## src/hw/rtl/chorus_delay_modulator_assert.svh

```systemverilog
// Assertion macros shared by the chorus delay modulator RTL.
`ifndef CHORUS_DELAY_MODULATOR_ASSERT_SVH
`define CHORUS_DELAY_MODULATOR_ASSERT_SVH

// Same-cycle implication, checked at every rising edge of i_clk outside reset.
`define CDM_ASSERT_NOW(lbl, ante, cons) \
    lbl: assert property (@(posedge i_clk) disable iff (!i_rst_n) (ante) |-> (cons)) \
        else $error("chorus delay modulator assertion failed");

// Next-cycle implication, checked at every rising edge of i_clk outside reset.
`define CDM_ASSERT_NEXT(lbl, ante, cons) \
    lbl: assert property (@(posedge i_clk) disable iff (!i_rst_n) (ante) |=> (cons)) \
        else $error("chorus delay modulator assertion failed");

`endif

```

## src/hw/rtl/cdm_pkg.sv

```systemverilog
// Shared types, constants and the sine table of the chorus delay modulator.
package cdm_pkg;

    localparam int CHANNELS     = 2;
    localparam int SINE_ENTRIES = 1024;
    localparam int SIDX_W       = $clog2(SINE_ENTRIES);
    localparam int FRAC_BITS    = 8;
    localparam int SAMPLE_W     = 16;
    localparam int GAIN_W       = 16;
    localparam int DELAY_W      = 20;
    localparam int PHASE_W      = 32;
    localparam int COUNT_W      = 2;
    localparam int BUFLEN_W     = 13;
    localparam int PADDR_W      = 5;
    localparam int PDATA_W      = 32;
    localparam int REG_IDX_W    = 3;

    localparam logic [REG_IDX_W-1:0] REG_CHANNEL_COUNT   = 3'd0;
    localparam logic [REG_IDX_W-1:0] REG_BASE_DELAY      = 3'd1;
    localparam logic [REG_IDX_W-1:0] REG_DEPTH_SPAN      = 3'd2;
    localparam logic [REG_IDX_W-1:0] REG_PHASE_INCREMENT = 3'd3;
    localparam logic [REG_IDX_W-1:0] REG_WET_GAIN        = 3'd4;
    localparam logic [REG_IDX_W-1:0] REG_DRY_GAIN        = 3'd5;
    localparam logic [REG_IDX_W-1:0] REG_BUFFER_LENGTH   = 3'd6;

    typedef logic [CHANNELS-1:0][SAMPLE_W-1:0] t_lanes;
    typedef logic signed [SAMPLE_W-1:0] t_sine_rom [SINE_ENTRIES];

    // Commands from the controller, at most one high in any cycle.
    typedef struct packed {
        logic load;
        logic mul;
        logic dly;
        logic pos;
        logic rd0;
        logic rd1;
        logic wet;
        logic mwet;
        logic sum;
        logic clr;
    } t_cmd;

    typedef struct packed {
        logic clr_last;
        logic out_free;
    } t_stat;

    // Quarter-wave Taylor evaluation in Q30, folded to a full turn.
    function automatic t_sine_rom f_build_sine();
        t_sine_rom         rom;
        longint unsigned   p;
        longint unsigned   r;
        longint unsigned   x;
        longint unsigned   x2;
        longint unsigned   t;
        longint unsigned   s;
        longint unsigned   v;
        longint unsigned   quad;
        logic [SAMPLE_W-1:0] vv;
        for (int i = 0; i < SINE_ENTRIES; i++) begin
            p    = (longint'(i) << 32) / SINE_ENTRIES;
            quad = (p >> 30) & 64'd3;
            r    = p & 64'd1073741823;
            if (quad[0]) begin
                r = 64'd1073741824 - r;
            end
            x  = (r * 64'd1686629713) >> 30;
            x2 = (x * x) >> 30;
            t  = 64'd1073741824 - x2 / 110;
            t  = 64'd1073741824 - ((x2 * t) >> 30) / 72;
            t  = 64'd1073741824 - ((x2 * t) >> 30) / 42;
            t  = 64'd1073741824 - ((x2 * t) >> 30) / 20;
            t  = 64'd1073741824 - ((x2 * t) >> 30) / 6;
            s  = (x * t) >> 30;
            v  = (s * 64'd32767 + 64'd536870912) >> 30;
            if (v > 64'd32767) begin
                v = 64'd32767;
            end
            vv = v[SAMPLE_W-1:0];
            rom[i] = quad[1] ? -$signed(vv) : $signed(vv);
        end
        return rom;
    endfunction

    localparam t_sine_rom SINE_ROM = f_build_sine();

endpackage

```

## src/hw/rtl/cdm_ctrl.sv

```systemverilog
// Sequencing state machine of the chorus delay modulator.
module cdm_ctrl
    import cdm_pkg::*;
(
    input  logic  i_clk,
    input  logic  i_rst_n,
    input  logic  i_in_valid,
    input  t_stat i_stat,
    output t_cmd  o_cmd,
    output logic  o_busy
);

    localparam logic [3:0] S_IDLE  = 4'd0;
    localparam logic [3:0] S_CLEAR = 4'd1;
    localparam logic [3:0] S_MUL   = 4'd2;
    localparam logic [3:0] S_DLY   = 4'd3;
    localparam logic [3:0] S_POS   = 4'd4;
    localparam logic [3:0] S_RD0   = 4'd5;
    localparam logic [3:0] S_RD1   = 4'd6;
    localparam logic [3:0] S_WET   = 4'd7;
    localparam logic [3:0] S_MWET  = 4'd8;
    localparam logic [3:0] S_SUM   = 4'd9;

    logic [3:0] r_state;
    logic [3:0] n_state;

    always_ff @(posedge i_clk) begin
        if (!i_rst_n) begin
            r_state <= S_CLEAR;
        end else begin
            r_state <= n_state;
        end
    end

    always_comb begin
        n_state = r_state;
        o_cmd   = '0;
        unique case (r_state)
            S_IDLE: begin
                o_cmd.load = i_in_valid;
                if (i_in_valid) begin
                    n_state = S_MUL;
                end
            end
            S_CLEAR: begin
                o_cmd.clr = 1'b1;
                if (i_stat.clr_last) begin
                    n_state = S_IDLE;
                end
            end
            S_MUL: begin
                o_cmd.mul = 1'b1;
                n_state   = S_DLY;
            end
            S_DLY: begin
                o_cmd.dly = 1'b1;
                n_state   = S_POS;
            end
            S_POS: begin
                o_cmd.pos = 1'b1;
                n_state   = S_RD0;
            end
            S_RD0: begin
                o_cmd.rd0 = 1'b1;
                n_state   = S_RD1;
            end
            S_RD1: begin
                o_cmd.rd1 = 1'b1;
                n_state   = S_WET;
            end
            S_WET: begin
                o_cmd.wet = 1'b1;
                n_state   = S_MWET;
            end
            S_MWET: begin
                o_cmd.mwet = 1'b1;
                n_state    = S_SUM;
            end
            S_SUM: begin
                if (i_stat.out_free) begin
                    o_cmd.sum = 1'b1;
                    n_state   = S_IDLE;
                end
            end
            default: begin
                n_state = S_IDLE;
            end
        endcase
    end

    assign o_busy = (r_state != S_IDLE);

endmodule

```

## config.mk

```make
export PLATFORM = sky130hd
export DESIGN_NAME = cdm_ctrl
export DESIGN_NICKNAME = d
export VERILOG_FILES = /design/src/hw/rtl/chorus_delay_modulator_assert.svh /design/src/hw/rtl/cdm_pkg.sv /design/src/hw/rtl/cdm_ctrl.sv
export SDC_FILE = /design/constraint.sdc
export NUM_CORES = 1
export LEC_CHECK = 0
export BUFFER_PORTS_ARGS = -buffer_cell sky130_fd_sc_hd__clkbuf_2
export CAP_MARGIN = 30
export CORE_AREA = 2 2 39 41
export DETAILED_ROUTE_END_ITERATION = 10
export DIE_AREA = 0 0 41 43
export PLACE_DENSITY = 0.6
export SETUP_SLACK_MARGIN = 0.3
export SLEW_MARGIN = 15
export SYNTH_ARGS = -nofsm -noshare
export SYNTH_HDL_FRONTEND = slang
export SYNTH_SLANG_ARGS = --single-unit
```

## constraint.sdc

```tcl
create_clock -name i_clk -period 1.2 [get_ports i_clk]
set_clock_uncertainty 0.2 [all_clocks]
set_input_delay 0.24 -clock i_clk [delete_from_list [all_inputs] [get_ports i_clk]]
set_output_delay 0.24 -clock i_clk [all_outputs]
set_load 0.02 [all_outputs]
```

==> results.sh <==
export IMPL_final_area_um2=843
export IMPL_max_slew_margin_pct=85.7
export IMPL_final_hold_viol_count=0
export IMPL_die_area_um2=1760
export IMPL_first_global_vias=434
export IMPL_grt_ovfl_total=0
export IMPL_gp_congestion=0.761
export IMPL_area_growth_synth_to_final_pct=177
export IMPL_dp_hpwl_um=791
export IMPL_period_minus_slack_ps=1550
export IMPL_powerDensity_nw_per_um2=1400
export IMPL_worstSetupEndpointType="output pin"
export IMPL_power_mw=1.18
export IMPL_wire_per_inst_um=11.5
export IMPL_io_pins=16
export IMPL_tritoncts="built"
export IMPL_clk_path_buf_depth=2
export IMPL_worst_slack_ps=-351
export IMPL_cts_root_buffer="clkbuf_4"
export IMPL_first_pass_iters=4
export IMPL_ys_flop_type="dfxtp_1"
export IMPL_grt_pass1_wl_um=1660
export IMPL_ant_nets=0
export IMPL_busiest_layer="met2"
export IMPL_final_cell_mix="11 x buf_4, 5 x nor2_4, 5 x clkbuf_8, 5 x buf_8, 5 x buf_6"
export IMPL_critPathLaunchType="flop"
export IMPL_internal_power_uw=716
export IMPL_cts_sinks=4
export IMPL_drv_slew=0
export IMPL_cts_buffers=3
export IMPL_largest_reg_flops=4
export IMPL_ys_warn_count=0
export IMPL_core_area_um2=1380
export IMPL_vias=431
export IMPL_synth_seq_cells=4
export IMPL_reg_top3="r_state (4)"
export IMPL_ir_drop_mv=0.660
export IMPL_worst_ep_required_time_ps=760
export IMPL_rows=14
export IMPL_power_frac_comb_pct=65.8
export IMPL_violations="negative setup slack"
export IMPL_place_area_um2=652
export IMPL_critical_path_max_fanout=6
export IMPL_finalHoldWorstSlack_ps=11.8
export IMPL_p_sw_share_pct=39.2
export IMPL_synth_area_um2=304
export IMPL_clk_insertion_delay_late_ps=230
export IMPL_synth_nets=48
export IMPL_synth_edff_count=0
export IMPL_htree_levels=1
export IMPL_numPortBuffers=15
export IMPL_clkTransAtPathRegs_ps=40
export IMPL_crit_arrival_ps=1110
export IMPL_grt_usage_pct=14.0
export IMPL_wirelength_um=1040
export IMPL_use_met1_pct=14.3
export IMPL_avgSynthCellArea_um2=7.07
export IMPL_drc_errors=0
export IMPL_maxCapViolations=0
export IMPL_p_leak_nw=0.371
export IMPL_syn_inst=43
export IMPL_dp_slack_ps=-194
export IMPL_status="finished with violations"
export IMPL_die_y_um=43
export IMPL_grt_max_degree=10
export IMPL_via_per_inst=4.74
export IMPL_setup_viol=13
export IMPL_worst_pin_slew_ps=211
export IMPL_drive_gt1_share_pct=84.0
export IMPL_hold_class="in2reg"
export IMPL_synthArstFlopShare_pct=0
export IMPL_antenna_found_initial=0
export IMPL_start_util_pct=22.0
export IMPL_final_core_util_pct=60.9
export IMPL_power_frac_seq_pct=20.2
export IMPL_post_route_period_util_pct=129
export IMPL_use_met2_pct=24.1
export IMPL_grt_util_met3_pct=1.57
export IMPL_largest_register="r_state"
export IMPL_n_antenna_cell=0
export IMPL_fmax_mhz=645
export IMPL_power_switching_uw=462
export IMPL_fin_nets=82
export IMPL_nFillCells=112
export IMPL_synth_seq_area_share_pct=26.3
export IMPL_die_w_um=41
export IMPL_synthDistinctLibCells=18
export IMPL_grt_setup_unrepaired="yes"
export IMPL_layout_commonest_cell="buf_4"
export IMPL_first_iter_violations=5
export IMPL_critPathKind="reg2out"
export IMPL_clkPwrFrac_pct=14.0
[critical path: stages, from the launching register on]
cell and delay [ps]:
dfxtp_4 370, nand2b_4 160, nor3_4 180, clkbuf_8 170
[metal layers]
| layer | share of wire, % | vias to the layer above |
|---|---|---|
| li1 | - | 213 |
| met1 | 35 | 206 |
| met2 | 60 | 12 |
| met3 | 4.4 | 0 |
| met4 | 0 | 0 |
| met5 | 0 | - |
[metrics by stage]
step                      instances  TNS (ps)
final                            91     -3670
after floorplan                  43      -527
after global placement           86     -1660
after detailed placement         86     -1870
after global routing             91     -4330
after CTS                        91     -3810
[power groups by stage]
stage	Clock (mW)	Combinational (mW)	Sequential, mW
floorplan	0	0.427	0.208
global placement	0	0.597	0.229
detailed placement	0	0.603	0.230
CTS	0.174	0.741	0.235
global route	0.176	0.825	0.246
finish	0.165	0.776	0.238
[Yosys cell counts, types with 2 or more instances]
| cell | n | area (um^2) |
|---|---|---|
| dfxtp_1 | 4 | 80.1 |
| o21ai_0 | 2 | 10.0 |
| nand2b_1 | 5 | 31.3 |
| nor3_1 | 5 | 25.0 |
| nor2_1 | 10 | 37.5 |
| nand2_1 | 5 | 18.8 |
[final timing paths]
check	start	endpoint	slack [ps]	cells past startpoint
setup / recovery	r_state[2]$_SDFFE_PN0P_	o_cmd[8]	-350	3
hold / removal	i_rst_n	r_state[0]$_SDFFE_PN1P_	10	2
setup reg to reg	r_state[1]$_SDFFE_PN0P_	r_state[3]$_SDFFE_PN0P_	-110	5
hold reg to reg	r_state[3]$_SDFFE_PN0P_	r_state[0]$_SDFFE_PN1P_	430	2
[what timing repair did]
item / CTS / global route
gates resized for setup: 32 / 9
pin swaps: 7 / 4
setup endpoints to repair: 15 / 15
hold buffers: 0 / 0
buffers inserted: 2 / 0
[cell families after synthesis]
| logic type | after synthesis | share of synthesized area, % |
|---|---|---|
| AND/OR/NAND/NOR | 28 | 43.6 |
| buffers and inverters | 3 | 7.82 |
| AO/OA/AOI/OAI | 7 | 19.3 |
| XOR/XNOR | 1 | 2.88 |
| flip-flops | 4 | 26.3 |
[final cells by class]
class / count / area [um^2] / area share [%]
clock buffer: 3 / 22.5 / 2.67
multi-input combinational: 36 / 365 / 43.3
sequential: 4 / 92.6 / 11.0
tap: 16 / 20.0 / 2.37
timing repair buffer: 32 / 343 / 40.7
(Power assumes the default switching activity.)
